File: config.mk
export PLATFORM = sky130hd
export DESIGN_NAME = character_box_vote_filter_top
export DESIGN_NICKNAME = d
export VERILOG_FILES = /design/src/design/cbvf_pkg.sv /design/src/design/cbvf_div.sv /design/src/design/cbvf_datapath.sv /design/src/design/cbvf_ctrl.sv /design/src/design/character_box_vote_filter_top.sv
export SDC_FILE = /design/constraint.sdc
export NUM_CORES = 2
export LEC_CHECK = 0
export BUFFER_PORTS_ARGS = -buffer_cell sky130_fd_sc_hd__buf_2
export CAP_MARGIN = 20
export CORE_AREA = 2 2 900 454
export CTS_CLUSTER_DIAMETER = 60
export DETAILED_ROUTE_END_ITERATION = 12
export DIE_AREA = 0 0 902 456
export GPL_ROUTABILITY_DRIVEN = 1
export PLACE_DENSITY = 0.65
export SLEW_MARGIN = 20
export SYNTH_ARGS = -nofsm -noshare
export SYNTH_HDL_FRONTEND = slang
export SYNTH_SLANG_ARGS = --single-unit
File: constraint.sdc
create_clock -name i_clk -period 15 [get_ports i_clk]
set_clock_uncertainty 0.05 [all_clocks]
set_input_delay 0 -clock i_clk [delete_from_list [all_inputs] [get_ports i_clk]]
set_output_delay 0 -clock i_clk [all_outputs]
set_load 0.005 [all_outputs]
File: src/design/cbvf_pkg.sv
`default_nettype none
package cbvf_pkg;

    // Sizing
    localparam int MAX_BOXES  = 64;
    localparam int NUM_BINS   = 20;
    localparam int COORD_BITS = 12;

    localparam int DIM_W     = COORD_BITS + 1;
    localparam int CFG_W     = 13;
    localparam int DIV_W     = (DIM_W > CFG_W) ? DIM_W : CFG_W;
    localparam int BIN_W     = (NUM_BINS > 2) ? $clog2(NUM_BINS) : 1;
    localparam int REM_W     = DIV_W + BIN_W;
    localparam int STEP_W    = $clog2(BIN_W + 1);
    localparam int CNT_W     = $clog2(MAX_BOXES + 1);
    localparam int ADDR_W    = (MAX_BOXES > 1) ? $clog2(MAX_BOXES) : 1;
    localparam int SUM_W     = DIV_W + 2;
    localparam int OUT_IDX_W = 6;
    localparam int VOTE_W    = 7;
    localparam int CFG_IDX_W = 1;

    localparam logic [VOTE_W-1:0] VOTE_MAX = '1;
    localparam int HEIGHT_SHIFT = 5;    // image height / 32
    localparam int RATIO_MAX    = 4;    // h / w limit
    localparam int BORDER_PAD   = 4;
    localparam int EDGE_MIN     = 2;

    localparam logic [CFG_W-1:0] HEIGHT_RESET = 13'd480;
    localparam logic [CFG_W-1:0] WIDTH_RESET  = 13'd640;

    // Register indexes
    localparam logic [CFG_IDX_W-1:0] CFG_HEIGHT = 1'b0;
    localparam logic [CFG_IDX_W-1:0] CFG_WIDTH  = 1'b1;

    // Input actions
    localparam logic ACT_LOAD = 1'b0;
    localparam logic ACT_EVAL = 1'b1;

    typedef struct packed {
        logic [COORD_BITS-1:0] x;
        logic [COORD_BITS-1:0] y;
        logic [DIM_W-1:0]      w;
        logic [DIM_W-1:0]      h;
    } t_box;

    typedef struct packed {
        logic                  found;
        logic [OUT_IDX_W-1:0]  idx;
        logic [COORD_BITS-1:0] cx;
        logic [COORD_BITS-1:0] cy;
        logic [DIM_W-1:0]      cw;
        logic [DIM_W-1:0]      ch;
        logic                  last;
    } t_res;

    typedef struct packed {
        logic cap_in;
        logic store_wr;
        logic div_start;
        logic div_y;
        logic lat_hb;
        logic lat_tb;
        logic vote;
        logic scan_clr;
        logic scan_step;
        logic walk_clr;
        logic walk_step;
        logic box_rd;
        logic emit;
        logic fin;
    } t_cmd;

    typedef struct packed {
        logic full;
        logic basic_ok;
        logic ratio_ok;
        logic div_done;
        logic scan_last;
        logic walk_end;
        logic near_ok;
        logic pend_v;
        logic out_free;
    } t_status;

endpackage
`default_nettype wire

File: src/design/cbvf_div.sv
`default_nettype none
module cbvf_div
    import cbvf_pkg::*;
(
    input  wire logic             i_clk,
    input  wire logic             i_rst_n,
    input  wire logic             i_start,
    input  wire logic [DIV_W-1:0] i_num,
    input  wire logic [DIV_W-1:0] i_den,
    output logic                  o_done,
    output logic [BIN_W-1:0]      o_quo
);

    logic              r_busy;
    logic              r_done;
    logic [STEP_W-1:0] r_step;
    logic [REM_W-1:0]  r_rem;
    logic [REM_W-1:0]  r_trial;
    logic [BIN_W-1:0]  r_quo;
    logic              n_bit;

    assign n_bit = (r_rem >= r_trial);

    // Control: clamp at once when num >= den, else one quotient bit a cycle
    always_ff @(posedge i_clk) begin
        if (!i_rst_n) begin
            r_busy <= 1'b0;
            r_done <= 1'b0;
            r_step <= '0;
        end else begin
            r_done <= 1'b0;
            if (i_start) begin
                if (i_num >= i_den) begin
                    r_busy <= 1'b0;
                    r_done <= 1'b1;
                end else begin
                    r_busy <= 1'b1;
                    r_step <= STEP_W'(BIN_W - 1);
                end
            end else if (r_busy) begin
                if (r_step == '0) begin
                    r_busy <= 1'b0;
                    r_done <= 1'b1;
                end else begin
                    r_step <= r_step - 1'b1;
                end
            end
        end
    end

    // Datapath: restoring division of NUM_BINS*num by den
    always_ff @(posedge i_clk) begin
        if (i_start) begin
            if (i_num >= i_den) begin
                r_quo <= BIN_W'(NUM_BINS - 1);
            end else begin
                r_quo   <= '0;
                r_rem   <= REM_W'(i_num) * REM_W'(NUM_BINS);
                r_trial <= REM_W'(i_den) << (BIN_W - 1);
            end
        end else if (r_busy) begin
            if (n_bit) begin
                r_rem <= r_rem - r_trial;
            end
            r_quo   <= BIN_W'({r_quo, n_bit});
            r_trial <= r_trial >> 1;
        end
    end

    assign o_done = r_done;
    assign o_quo  = r_quo;

endmodule
`default_nettype wire

File: src/design/cbvf_datapath.sv
`default_nettype none
module cbvf_datapath
    import cbvf_pkg::*;
(
    input  wire logic                  i_clk,
    input  wire logic                  i_rst_n,
    input  wire logic [COORD_BITS-1:0] i_box_x,
    input  wire logic [COORD_BITS-1:0] i_box_y,
    input  wire logic [DIM_W-1:0]      i_box_w,
    input  wire logic [DIM_W-1:0]      i_box_h,
    input  wire logic                  i_cfg_we,
    input  wire logic [CFG_IDX_W-1:0]  i_cfg_index,
    input  wire logic [CFG_W-1:0]      i_cfg_data,
    input  wire t_cmd                  i_cmd,
    output t_status                    o_stat,
    input  wire logic                  i_out_ready,
    output logic                       o_out_valid,
    output t_res                       o_res
);

    logic [CFG_W-1:0]  r_img_h;
    logic [CFG_W-1:0]  r_img_w;
    logic [CFG_W-1:0]  eff_h;

    t_box              r_mem [MAX_BOXES];
    t_box              r_box;
    logic [CNT_W-1:0]  r_count;
    logic [CNT_W-1:0]  r_walk;

    logic [VOTE_W-1:0] r_hv [NUM_BINS];
    logic [VOTE_W-1:0] r_tv [NUM_BINS];
    logic [BIN_W-1:0]  hidx;
    logic [BIN_W-1:0]  tidx;
    logic [VOTE_W-1:0] hv_rd;
    logic [VOTE_W-1:0] tv_rd;

    logic [BIN_W-1:0]  r_scan;
    logic [VOTE_W-1:0] r_hbest;
    logic [VOTE_W-1:0] r_tbest;
    logic [BIN_W-1:0]  r_hpk;
    logic [BIN_W-1:0]  r_tpk;
    logic [BIN_W-1:0]  r_hb;
    logic [BIN_W-1:0]  r_tb;

    logic [DIV_W-1:0]  div_num;
    logic              div_done;
    logic [BIN_W-1:0]  div_quo;

    logic [DIV_W-1:0]  h_e;
    logic [DIV_W-1:0]  w_e;
    logic [DIV_W-1:0]  thr;
    logic [DIM_W+2:0]  w5;
    logic              basic_ok;
    logic              ratio_ok;
    logic              near_ok;

    logic [SUM_W-1:0]  sum_xw;
    logic [SUM_W-1:0]  sum_yh;
    logic              keep_box;
    t_res              crop;

    t_res              r_pend;
    logic              r_pend_v;
    logic [OUT_IDX_W-1:0] r_cand;
    t_res              r_out;
    logic              r_out_v;
    logic              out_free;

    function automatic logic near_bin(input logic [BIN_W-1:0] a, input logic [BIN_W-1:0] b);
        logic [BIN_W-1:0] d;
        d = (a > b) ? (a - b) : (b - a);
        return (d <= BIN_W'(1));
    endfunction

    // Configuration registers
    always_ff @(posedge i_clk) begin
        if (!i_rst_n) begin
            r_img_h <= HEIGHT_RESET;
            r_img_w <= WIDTH_RESET;
        end else if (i_cfg_we) begin
            unique case (i_cfg_index)
                CFG_HEIGHT: r_img_h <= i_cfg_data;
                CFG_WIDTH:  r_img_w <= i_cfg_data;
            endcase
        end
    end

    assign eff_h = (r_img_h == '0) ? CFG_W'(1) : r_img_h;

    // Box store and working box register
    always_ff @(posedge i_clk) begin
        if (i_cmd.store_wr) begin
            r_mem[r_count[ADDR_W-1:0]] <= r_box;
        end
        if (i_cmd.cap_in) begin
            r_box <= '{x: i_box_x, y: i_box_y, w: i_box_w, h: i_box_h};
        end else if (i_cmd.box_rd) begin
            r_box <= r_mem[r_walk[ADDR_W-1:0]];
        end
    end

    // Fill count and walk pointer
    always_ff @(posedge i_clk) begin
        if (!i_rst_n) begin
            r_count <= '0;
            r_walk  <= '0;
        end else begin
            if (i_cmd.fin) begin
                r_count <= '0;
            end else if (i_cmd.store_wr) begin
                r_count <= r_count + 1'b1;
            end
            if (i_cmd.walk_clr) begin
                r_walk <= '0;
            end else if (i_cmd.walk_step) begin
                r_walk <= r_walk + 1'b1;
            end
        end
    end

    // Box tests
    assign h_e      = DIV_W'(r_box.h);
    assign w_e      = DIV_W'(r_box.w);
    assign thr      = DIV_W'(eff_h) >> HEIGHT_SHIFT;
    assign basic_ok = (h_e > thr) && (h_e >= w_e) && (w_e != '0) && (h_e != '0);
    assign w5       = (DIM_W + 3)'(r_box.w) * (DIM_W + 3)'(RATIO_MAX + 1);
    assign ratio_ok = ((DIM_W + 3)'(r_box.h) < w5);
    assign near_ok  = near_bin(r_hb, r_hpk) && near_bin(r_tb, r_tpk);

    // Bin divider, shared by height and top edge
    assign div_num = i_cmd.div_y ? DIV_W'(r_box.y) : h_e;

    cbvf_div u_div (
        .i_clk   (i_clk),
        .i_rst_n (i_rst_n),
        .i_start (i_cmd.div_start),
        .i_num   (div_num),
        .i_den   (DIV_W'(eff_h)),
        .o_done  (div_done),
        .o_quo   (div_quo)
    );

    always_ff @(posedge i_clk) begin
        if (i_cmd.lat_hb) begin
            r_hb <= div_quo;
        end
        if (i_cmd.lat_tb) begin
            r_tb <= div_quo;
        end
    end

    // Histograms: one read index each, shared by voting and peak scan
    assign hidx  = i_cmd.vote ? r_hb : r_scan;
    assign tidx  = i_cmd.vote ? r_tb : r_scan;
    assign hv_rd = r_hv[hidx];
    assign tv_rd = r_tv[tidx];

    always_ff @(posedge i_clk) begin
        if (!i_rst_n || i_cmd.fin) begin
            for (int k = 0; k < NUM_BINS; k++) begin
                r_hv[k] <= '0;
                r_tv[k] <= '0;
            end
        end else if (i_cmd.vote) begin
            if (hv_rd != VOTE_MAX) begin
                r_hv[r_hb] <= hv_rd + 1'b1;
            end
            if (tv_rd != VOTE_MAX) begin
                r_tv[r_tb] <= tv_rd + 1'b1;
            end
        end
    end

    // Peak scan, one bin per cycle, first maximum wins
    always_ff @(posedge i_clk) begin
        if (!i_rst_n || i_cmd.scan_clr) begin
            r_scan  <= '0;
            r_hbest <= '0;
            r_tbest <= '0;
            r_hpk   <= '0;
            r_tpk   <= '0;
        end else if (i_cmd.scan_step) begin
            if (hv_rd > r_hbest) begin
                r_hbest <= hv_rd;
                r_hpk   <= r_scan;
            end
            if (tv_rd > r_tbest) begin
                r_tbest <= tv_rd;
                r_tpk   <= r_scan;
            end
            r_scan <= r_scan + 1'b1;
        end
    end

    // Crop rectangle: widen by one pixel unless near the border
    assign sum_xw   = SUM_W'(r_box.x) + SUM_W'(r_box.w) + SUM_W'(BORDER_PAD);
    assign sum_yh   = SUM_W'(r_box.y) + SUM_W'(r_box.h) + SUM_W'(BORDER_PAD);
    assign keep_box = (sum_xw > SUM_W'(r_img_w)) || (sum_yh > SUM_W'(eff_h)) ||
                      (r_box.x < COORD_BITS'(EDGE_MIN)) || (r_box.y < COORD_BITS'(EDGE_MIN));

    always_comb begin
        crop.found = 1'b1;
        crop.idx   = r_cand;
        crop.last  = 1'b0;
        if (keep_box) begin
            crop.cx = r_box.x;
            crop.cy = r_box.y;
            crop.cw = r_box.w;
            crop.ch = r_box.h;
        end else begin
            crop.cx = r_box.x - 1'b1;
            crop.cy = r_box.y - 1'b1;
            crop.cw = r_box.w + DIM_W'(2);
            crop.ch = r_box.h + DIM_W'(2);
        end
    end

    // Pending result: held back one so the final one can carry last
    assign out_free = !r_out_v || i_out_ready;

    always_ff @(posedge i_clk) begin
        if (!i_rst_n) begin
            r_pend_v <= 1'b0;
            r_cand   <= '0;
        end else if (i_cmd.fin) begin
            r_pend_v <= 1'b0;
            r_cand   <= '0;
        end else if (i_cmd.emit) begin
            r_pend_v <= 1'b1;
            r_cand   <= r_cand + 1'b1;
        end
    end

    always_ff @(posedge i_clk) begin
        if (i_cmd.emit) begin
            r_pend <= crop;
        end
    end

    // Output register
    always_ff @(posedge i_clk) begin
        if (!i_rst_n) begin
            r_out_v <= 1'b0;
        end else if ((i_cmd.emit && r_pend_v) || i_cmd.fin) begin
            r_out_v <= 1'b1;
        end else if (i_out_ready) begin
            r_out_v <= 1'b0;
        end
    end

    // Mark the closing result; last is the low bit of the result
    always_ff @(posedge i_clk) begin
        if (i_cmd.fin) begin
            if (r_pend_v) begin
                r_out <= {r_pend[$bits(t_res)-1:1], 1'b1};
            end else begin
                r_out <= {{($bits(t_res)-1){1'b0}}, 1'b1};
            end
        end else if (i_cmd.emit && r_pend_v) begin
            r_out <= r_pend;
        end
    end

    assign o_out_valid = r_out_v;
    assign o_res       = r_out;

    // Status toward the controller
    assign o_stat.full      = (r_count >= CNT_W'(MAX_BOXES));
    assign o_stat.basic_ok  = basic_ok;
    assign o_stat.ratio_ok  = ratio_ok;
    assign o_stat.div_done  = div_done;
    assign o_stat.scan_last = (r_scan == BIN_W'(NUM_BINS - 1));
    assign o_stat.walk_end  = (r_walk >= r_count);
    assign o_stat.near_ok   = near_ok;
    assign o_stat.pend_v    = r_pend_v;
    assign o_stat.out_free  = out_free;

endmodule
`default_nettype wire

File: src/design/cbvf_ctrl.sv
`default_nettype none
module cbvf_ctrl
    import cbvf_pkg::*;
(
    input  wire logic    i_clk,
    input  wire logic    i_rst_n,
    input  wire logic    i_in_valid,
    input  wire logic    i_action,
    output logic         o_in_ready,
    input  wire t_status i_stat,
    output t_cmd         o_cmd
);

    localparam logic [3:0] S_IDLE   = 4'd0;
    localparam logic [3:0] S_LOAD   = 4'd1;
    localparam logic [3:0] S_LDIV_H = 4'd2;
    localparam logic [3:0] S_LDIV_Y = 4'd3;
    localparam logic [3:0] S_VOTE   = 4'd4;
    localparam logic [3:0] S_PEAK   = 4'd5;
    localparam logic [3:0] S_RD     = 4'd6;
    localparam logic [3:0] S_CHK    = 4'd7;
    localparam logic [3:0] S_EDIV_H = 4'd8;
    localparam logic [3:0] S_EDIV_Y = 4'd9;
    localparam logic [3:0] S_SEL    = 4'd10;
    localparam logic [3:0] S_EMIT   = 4'd11;
    localparam logic [3:0] S_FIN    = 4'd12;

    logic [3:0] r_state;
    logic [3:0] n_state;

    // Sequence loads and evaluations
    always_comb begin
        n_state    = r_state;
        o_cmd      = '0;
        o_in_ready = (r_state == S_IDLE);
        unique case (r_state)
            S_IDLE: begin
                if (i_in_valid) begin
                    o_cmd.cap_in = 1'b1;
                    if (i_action == ACT_EVAL) begin
                        o_cmd.scan_clr = 1'b1;
                        n_state        = S_PEAK;
                    end else begin
                        n_state = S_LOAD;
                    end
                end
            end
            S_LOAD: begin
                n_state = S_IDLE;
                if (!i_stat.full) begin
                    o_cmd.store_wr = 1'b1;
                    if (i_stat.basic_ok) begin
                        o_cmd.div_start = 1'b1;
                        n_state         = S_LDIV_H;
                    end
                end
            end
            S_LDIV_H: begin
                if (i_stat.div_done) begin
                    o_cmd.lat_hb    = 1'b1;
                    o_cmd.div_start = 1'b1;
                    o_cmd.div_y     = 1'b1;
                    n_state         = S_LDIV_Y;
                end
            end
            S_LDIV_Y: begin
                if (i_stat.div_done) begin
                    o_cmd.lat_tb = 1'b1;
                    n_state      = S_VOTE;
                end
            end
            S_VOTE: begin
                o_cmd.vote = 1'b1;
                n_state    = S_IDLE;
            end
            S_PEAK: begin
                o_cmd.scan_step = 1'b1;
                if (i_stat.scan_last) begin
                    o_cmd.walk_clr = 1'b1;
                    n_state        = S_RD;
                end
            end
            S_RD: begin
                if (i_stat.walk_end) begin
                    n_state = S_FIN;
                end else begin
                    o_cmd.box_rd = 1'b1;
                    n_state      = S_CHK;
                end
            end
            S_CHK: begin
                if (i_stat.basic_ok && i_stat.ratio_ok) begin
                    o_cmd.div_start = 1'b1;
                    n_state         = S_EDIV_H;
                end else begin
                    o_cmd.walk_step = 1'b1;
                    n_state         = S_RD;
                end
            end
            S_EDIV_H: begin
                if (i_stat.div_done) begin
                    o_cmd.lat_hb    = 1'b1;
                    o_cmd.div_start = 1'b1;
                    o_cmd.div_y     = 1'b1;
                    n_state         = S_EDIV_Y;
                end
            end
            S_EDIV_Y: begin
                if (i_stat.div_done) begin
                    o_cmd.lat_tb = 1'b1;
                    n_state      = S_SEL;
                end
            end
            S_SEL: begin
                if (i_stat.near_ok) begin
                    n_state = S_EMIT;
                end else begin
                    o_cmd.walk_step = 1'b1;
                    n_state         = S_RD;
                end
            end
            S_EMIT: begin
                if (!i_stat.pend_v || i_stat.out_free) begin
                    o_cmd.emit      = 1'b1;
                    o_cmd.walk_step = 1'b1;
                    n_state         = S_RD;
                end
            end
            S_FIN: begin
                if (i_stat.out_free) begin
                    o_cmd.fin = 1'b1;
                    n_state   = S_IDLE;
                end
            end
            default: begin
                n_state = S_IDLE;
            end
        endcase
    end

    always_ff @(posedge i_clk) begin
        if (!i_rst_n) begin
            r_state <= S_IDLE;
        end else begin
            r_state <= n_state;
        end
    end

endmodule
`default_nettype wire

File: src/design/character_box_vote_filter_top.sv
// Load: a box that is dropped or fails the basic test ends without a division; one that
//   votes takes two bin divisions on the shared divider, then the vote.
// Evaluate: take the item and scan the peaks, then check each stored box, then close;
//   output backpressure stalls the box walk.
// Synchronous active-low reset clears the controller, counts, histograms and the
//   output; config returns to 480 x 640. The box store is not cleared.
`default_nettype none
module character_box_vote_filter_top
    import cbvf_pkg::*;
(
    input  wire logic                  i_clk,
    input  wire logic                  i_rst_n,
    input  wire logic                  i_in_valid,
    output logic                       o_in_ready,
    input  wire logic                  i_action,
    input  wire logic [COORD_BITS-1:0] i_box_x,
    input  wire logic [COORD_BITS-1:0] i_box_y,
    input  wire logic [DIM_W-1:0]      i_box_w,
    input  wire logic [DIM_W-1:0]      i_box_h,
    output logic                       o_out_valid,
    input  wire logic                  i_out_ready,
    output logic                       o_found,
    output logic [OUT_IDX_W-1:0]       o_candidate_index,
    output logic [COORD_BITS-1:0]      o_crop_x,
    output logic [COORD_BITS-1:0]      o_crop_y,
    output logic [DIM_W-1:0]           o_crop_w,
    output logic [DIM_W-1:0]           o_crop_h,
    output logic                       o_last,
    input  wire logic                  i_cfg_valid,
    output logic                       o_cfg_ready,
    input  wire logic [CFG_IDX_W-1:0]  i_cfg_index,
    input  wire logic [CFG_W-1:0]      i_cfg_data
);

    t_cmd    cmd;
    t_status stat;
    t_res    res;

    // Config writes are always accepted and registered
    assign o_cfg_ready = 1'b1;

    cbvf_ctrl u_ctrl (
        .i_clk      (i_clk),
        .i_rst_n    (i_rst_n),
        .i_in_valid (i_in_valid),
        .i_action   (i_action),
        .o_in_ready (o_in_ready),
        .i_stat     (stat),
        .o_cmd      (cmd)
    );

    cbvf_datapath u_dp (
        .i_clk       (i_clk),
        .i_rst_n     (i_rst_n),
        .i_box_x     (i_box_x),
        .i_box_y     (i_box_y),
        .i_box_w     (i_box_w),
        .i_box_h     (i_box_h),
        .i_cfg_we    (i_cfg_valid),
        .i_cfg_index (i_cfg_index),
        .i_cfg_data  (i_cfg_data),
        .i_cmd       (cmd),
        .o_stat      (stat),
        .i_out_ready (i_out_ready),
        .o_out_valid (o_out_valid),
        .o_res       (res)
    );

    assign o_found           = res.found;
    assign o_candidate_index = res.idx;
    assign o_crop_x          = res.cx;
    assign o_crop_y          = res.cy;
    assign o_crop_w          = res.cw;
    assign o_crop_h          = res.ch;
    assign o_last            = res.last;

endmodule
`default_nettype wire

==> flow_summary.json <==
{
  "routabilityCongestion": 1.02,
  "critPathArrivalTime_ns": 7.94,
  "hold-worst-slack_ns": -0.00677,
  "drt-wirelength-per-cell_um": 37.0,
  "num_vias": 90000,
  "rsz0062_at_grt": "no",
  "cts_tree": "done",
  "crit_path_start_kind": "flop",
  "dp_hpwl_um": 319000,
  "setup_viol": 0,
  "numClockSinks": 3954,
  "ant_nets": 0,
  "nets": 8877,
  "cp_max_fo": 43,
  "cellPowerDensity_nw_per_um2": 163,
  "die_h_um": 456,
  "yosysTopAreaCell": "edfxtp_1",
  "htree_num_levels": 5,
  "setup_tns_ns": 0,
  "io_buffers": 129,
  "cpPeakStageDelay_ns": 0.99,
  "rows": 165,
  "numCtsBuffers": 344,
  "cap_violations": 0,
  "violations": "hold timing",
  "critPathBufInv": 3,
  "cp_cell_sequence": "nor4b_4 > buf_4 > mux2_4 > buf_4 > nand2_1 > a32oi_1 > nand2_1 > a22oi_1 > o221ai_2 > inv_1 > ha_1 > nand3_2 > o21ai_4 > nor2b_1",
  "ctsResizeCount": 0,
  "hold_violations": 1,
  "ys_seq_elements": 3954,
  "ctsLongestPathBuffers": 4,
  "synth_edf_count": 3862,
  "start_util_pct": 39.9,
  "status": "complete, but fails checks",
  "syn_area_sq_um": 161000,
  "synthFlopType": "edfxtp_1",
  "grtUsageTotal_pct": 25.1,
  "p_leak_nw": 56.4,
  "drv_slew": 0,
  "drt-pass1-iter-count": 9,
  "clkTransAtPathRegs_ns": 0.07,
  "drt-initial-drc-count": 17100,
  "cp-end-kind": "flop",
  "grt_pass1_vias": 84300,
  "synthCells": 8059,
  "die_w_um": 902,
  "area_delta_synth_final_pct": 13.4,
  "ys_types": 91,
  "yosysSeqAreaShare_pct": 73.3,
  "worstMarginPinSlew_ns": 1.26,
  "fmax_mhz": 136,
  "period_share_pct": 49.1,
  "crit_path_top_delay_cell": "o21ai_4",
  "clock_latency_ns": 0.98,
  "avgSynthCellArea_sq_um": 20.0,
  "grt_max_degree": 151,
  "ys_async_sr_fraction_pct": 0,
  "synth_area_leaders": "edfxtp_1 72%, mux4_2 15%, ha_1 1.6%",
  "drt-total-wl_um": 530000,
  "cts_root_buffer": "clkbuf_16",
  "coreArea_sq_um": 403000,
  "antenna_found_initial": 62,
  "post-route-drc-count": 0,
  "place_area_sq_um": 170000,
  "finalCriticalPeriod_ns": 7.36,
  "crit_family": "buffers and inverters",
  "grt_pass1_wl_um": 716000,
  "viasPerCell": 6.30,
  "max_slew_margin_pct": 15.9,
  "postCtsSetupBuffers": 0,
  "ioPinCount": 131,
  "overflow": 0,
  "ir_drop_mv": 0.121,
  "postLayoutCellArea_sq_um": 182000,
  "fill_cells": 33500,
  "path_class": "reg2reg",
  "drive_gt1_share_pct": 25.4,
  "cp.required_ns": 15.57,
  "synth_top_area_share_pct": 72.1,
  "hold_path.class": "in2reg",
  "syn_nets": 8348,
  "die_area_sq_um": 411000,
  "yosys_warnings": 0
}
-- cell type report --
type                       instances  area, sq um  share of cell area, %
sequential                      3954       118000                   64.6
clock inverter                   206         2120                   1.16
multi-input combinational       3537        41300                   22.7
antenna                           11         27.5                 0.0151
inverter                         162          608                  0.334
timing repair buffer             589         4590                   2.52
tap                             5427         6790                   3.72
clock buffer                     413         8980                   4.93
-- cell usage after synthesis (87+ instances only) --
| cell type | count |
|---|---|
| buf_1 | 93 |
| mux4_2 | 1073 |
| inv_1 | 159 |
| dfxtp_1 | 92 |
| a21oi_1 | 149 |
| clkbuf_1 | 243 |
| edfxtp_1 | 3862 |
| nand2_1 | 387 |
| nor2_1 | 374 |
| nand3_1 | 110 |
| o21ai_0 | 87 |
| mux2i_1 | 152 |
| ha_1 | 210 |
| nor3_1 | 119 |
-- final timing paths --
| check | startpoint | end | slack, ns | cells past startpoint |
|---|---|---|---|---|
| hold reg to reg | u_dp.r_cand[5] | u_dp.r_pend[56] | 0.41 | 0 |
| setup reg to reg | u_ctrl.r_state[3] | u_dp.r_hv[28][6] | 7.64 | 14 |
| setup / recovery | u_ctrl.r_state[3] | u_dp.r_hv[28][6] | 7.64 | 14 |
| hold / removal | i_box_w[6] | u_dp.w_e[6] | -0.007 | 3 |
-- flip-flops by register name, indices dropped and copies added, names as in the netlist, 6 cells and up, named ones only --
| register | count |
|---|---|
| u_dp.r_count | 7 |
| u_dp.r_box | 24 |
| u_dp.r_img_h | 13 |
| u_dp.u_div.r_trial | 17 |
| u_dp.r_cand | 6 |
| u_dp.o_res | 58 |
| u_dp.r_tv | 224 |
| u_dp.r_tbest | 7 |
| u_dp.r_walk | 7 |
| u_dp.u_div.r_rem | 18 |
| u_dp.r_mem | 3200 |
| u_dp.r_hv | 224 |
| u_dp.r_pend | 56 |
| u_dp.r_hbest | 7 |
| u_dp.r_img_w | 13 |
| u_dp.h_e | 13 |
| u_dp.w_e | 13 |
-- worst min-delay path, stage by stage --
cell           delay (ns)
dlygate4sd3_1        0.51
buf_2                0.17
mux2_2               0.21
-- cell usage in the layout (no fill, tap or decap), drive strengths merged, types with 11 or more instances in the layout --
master       instances
and2                70
bufinv              35
xnor2               71
o21a                16
mux2i              155
buf                451
nand3              113
nand4               50
diode               11
a32oi               37
nor3b               11
clkinvlp            15
mux2                76
or3                 16
nor2b               53
nor3               119
dfxtp               92
a31oi               26
a21oi              149
o2111ai             33
nor2               377
xor2                63
a211oi              39
a21o                37
nand2b              31
nand2              387
clkinv             140
mux4              1073
edfxtp            3862
ha                 210
clkbuf             413
inv                178
nor4                64
and3                14
dlygate4sd3        138
o21ai               89
o211ai              16
-- stage by stage --
step	power (W)	setup WS [ns]	hold slack, ns	std cells	utilization (%)
after floorplan	0.0178	7.65	0.0860	8059	-
after global placement	0.0204	7.60	0.216	13500	42.1
after detailed placement	0.0206	7.83	0.224	13500	42.1
after CTS	0.0296	7.78	0.00214	14300	45.2
after global routing	0.0306	7.42	0.00302	14300	45.3
final	0.0298	7.64	-0.00677	14300	45.3
-- metal layers --
metal,routed length (um),track usage [%],up-vias
met5,787,0.833,-
met4,13900,5.47,28
met3,91300,11.2,828
met2,207000,32.4,7319
met1,217000,38.6,47600
li1,-,-,34200
-- cell families after synthesis --
kind of cell               Yosys count  share of synthesized area [%]
muxes                             1304                           16.5
buffers and inverters              568                           1.46
adders and majority gates          219                           1.75
other                                1                        0.00233
AOI/OAI and AO/OA                  546                           2.35
and+or+nand+nor                   1333                           3.91
DFF                               3954                           73.3
xor gates and xnor gates           134                          0.730
-- power breakdown --
part           internal [W]  leakage (nW)  switching, W
Combinational       0.00186          15.1       0.00499
Clock               0.00491          5.41       0.00417
Sequential           0.0137          35.9      0.000157
Total                0.0205          56.4       0.00932
-- repair_timing --
action | CTS | global route
endpoints found under the setup margin | 0 | 0
hold buffers | 137 | 1
endpoints found under the hold margin | 130 | 1
(Power assumes the default switching activity.)
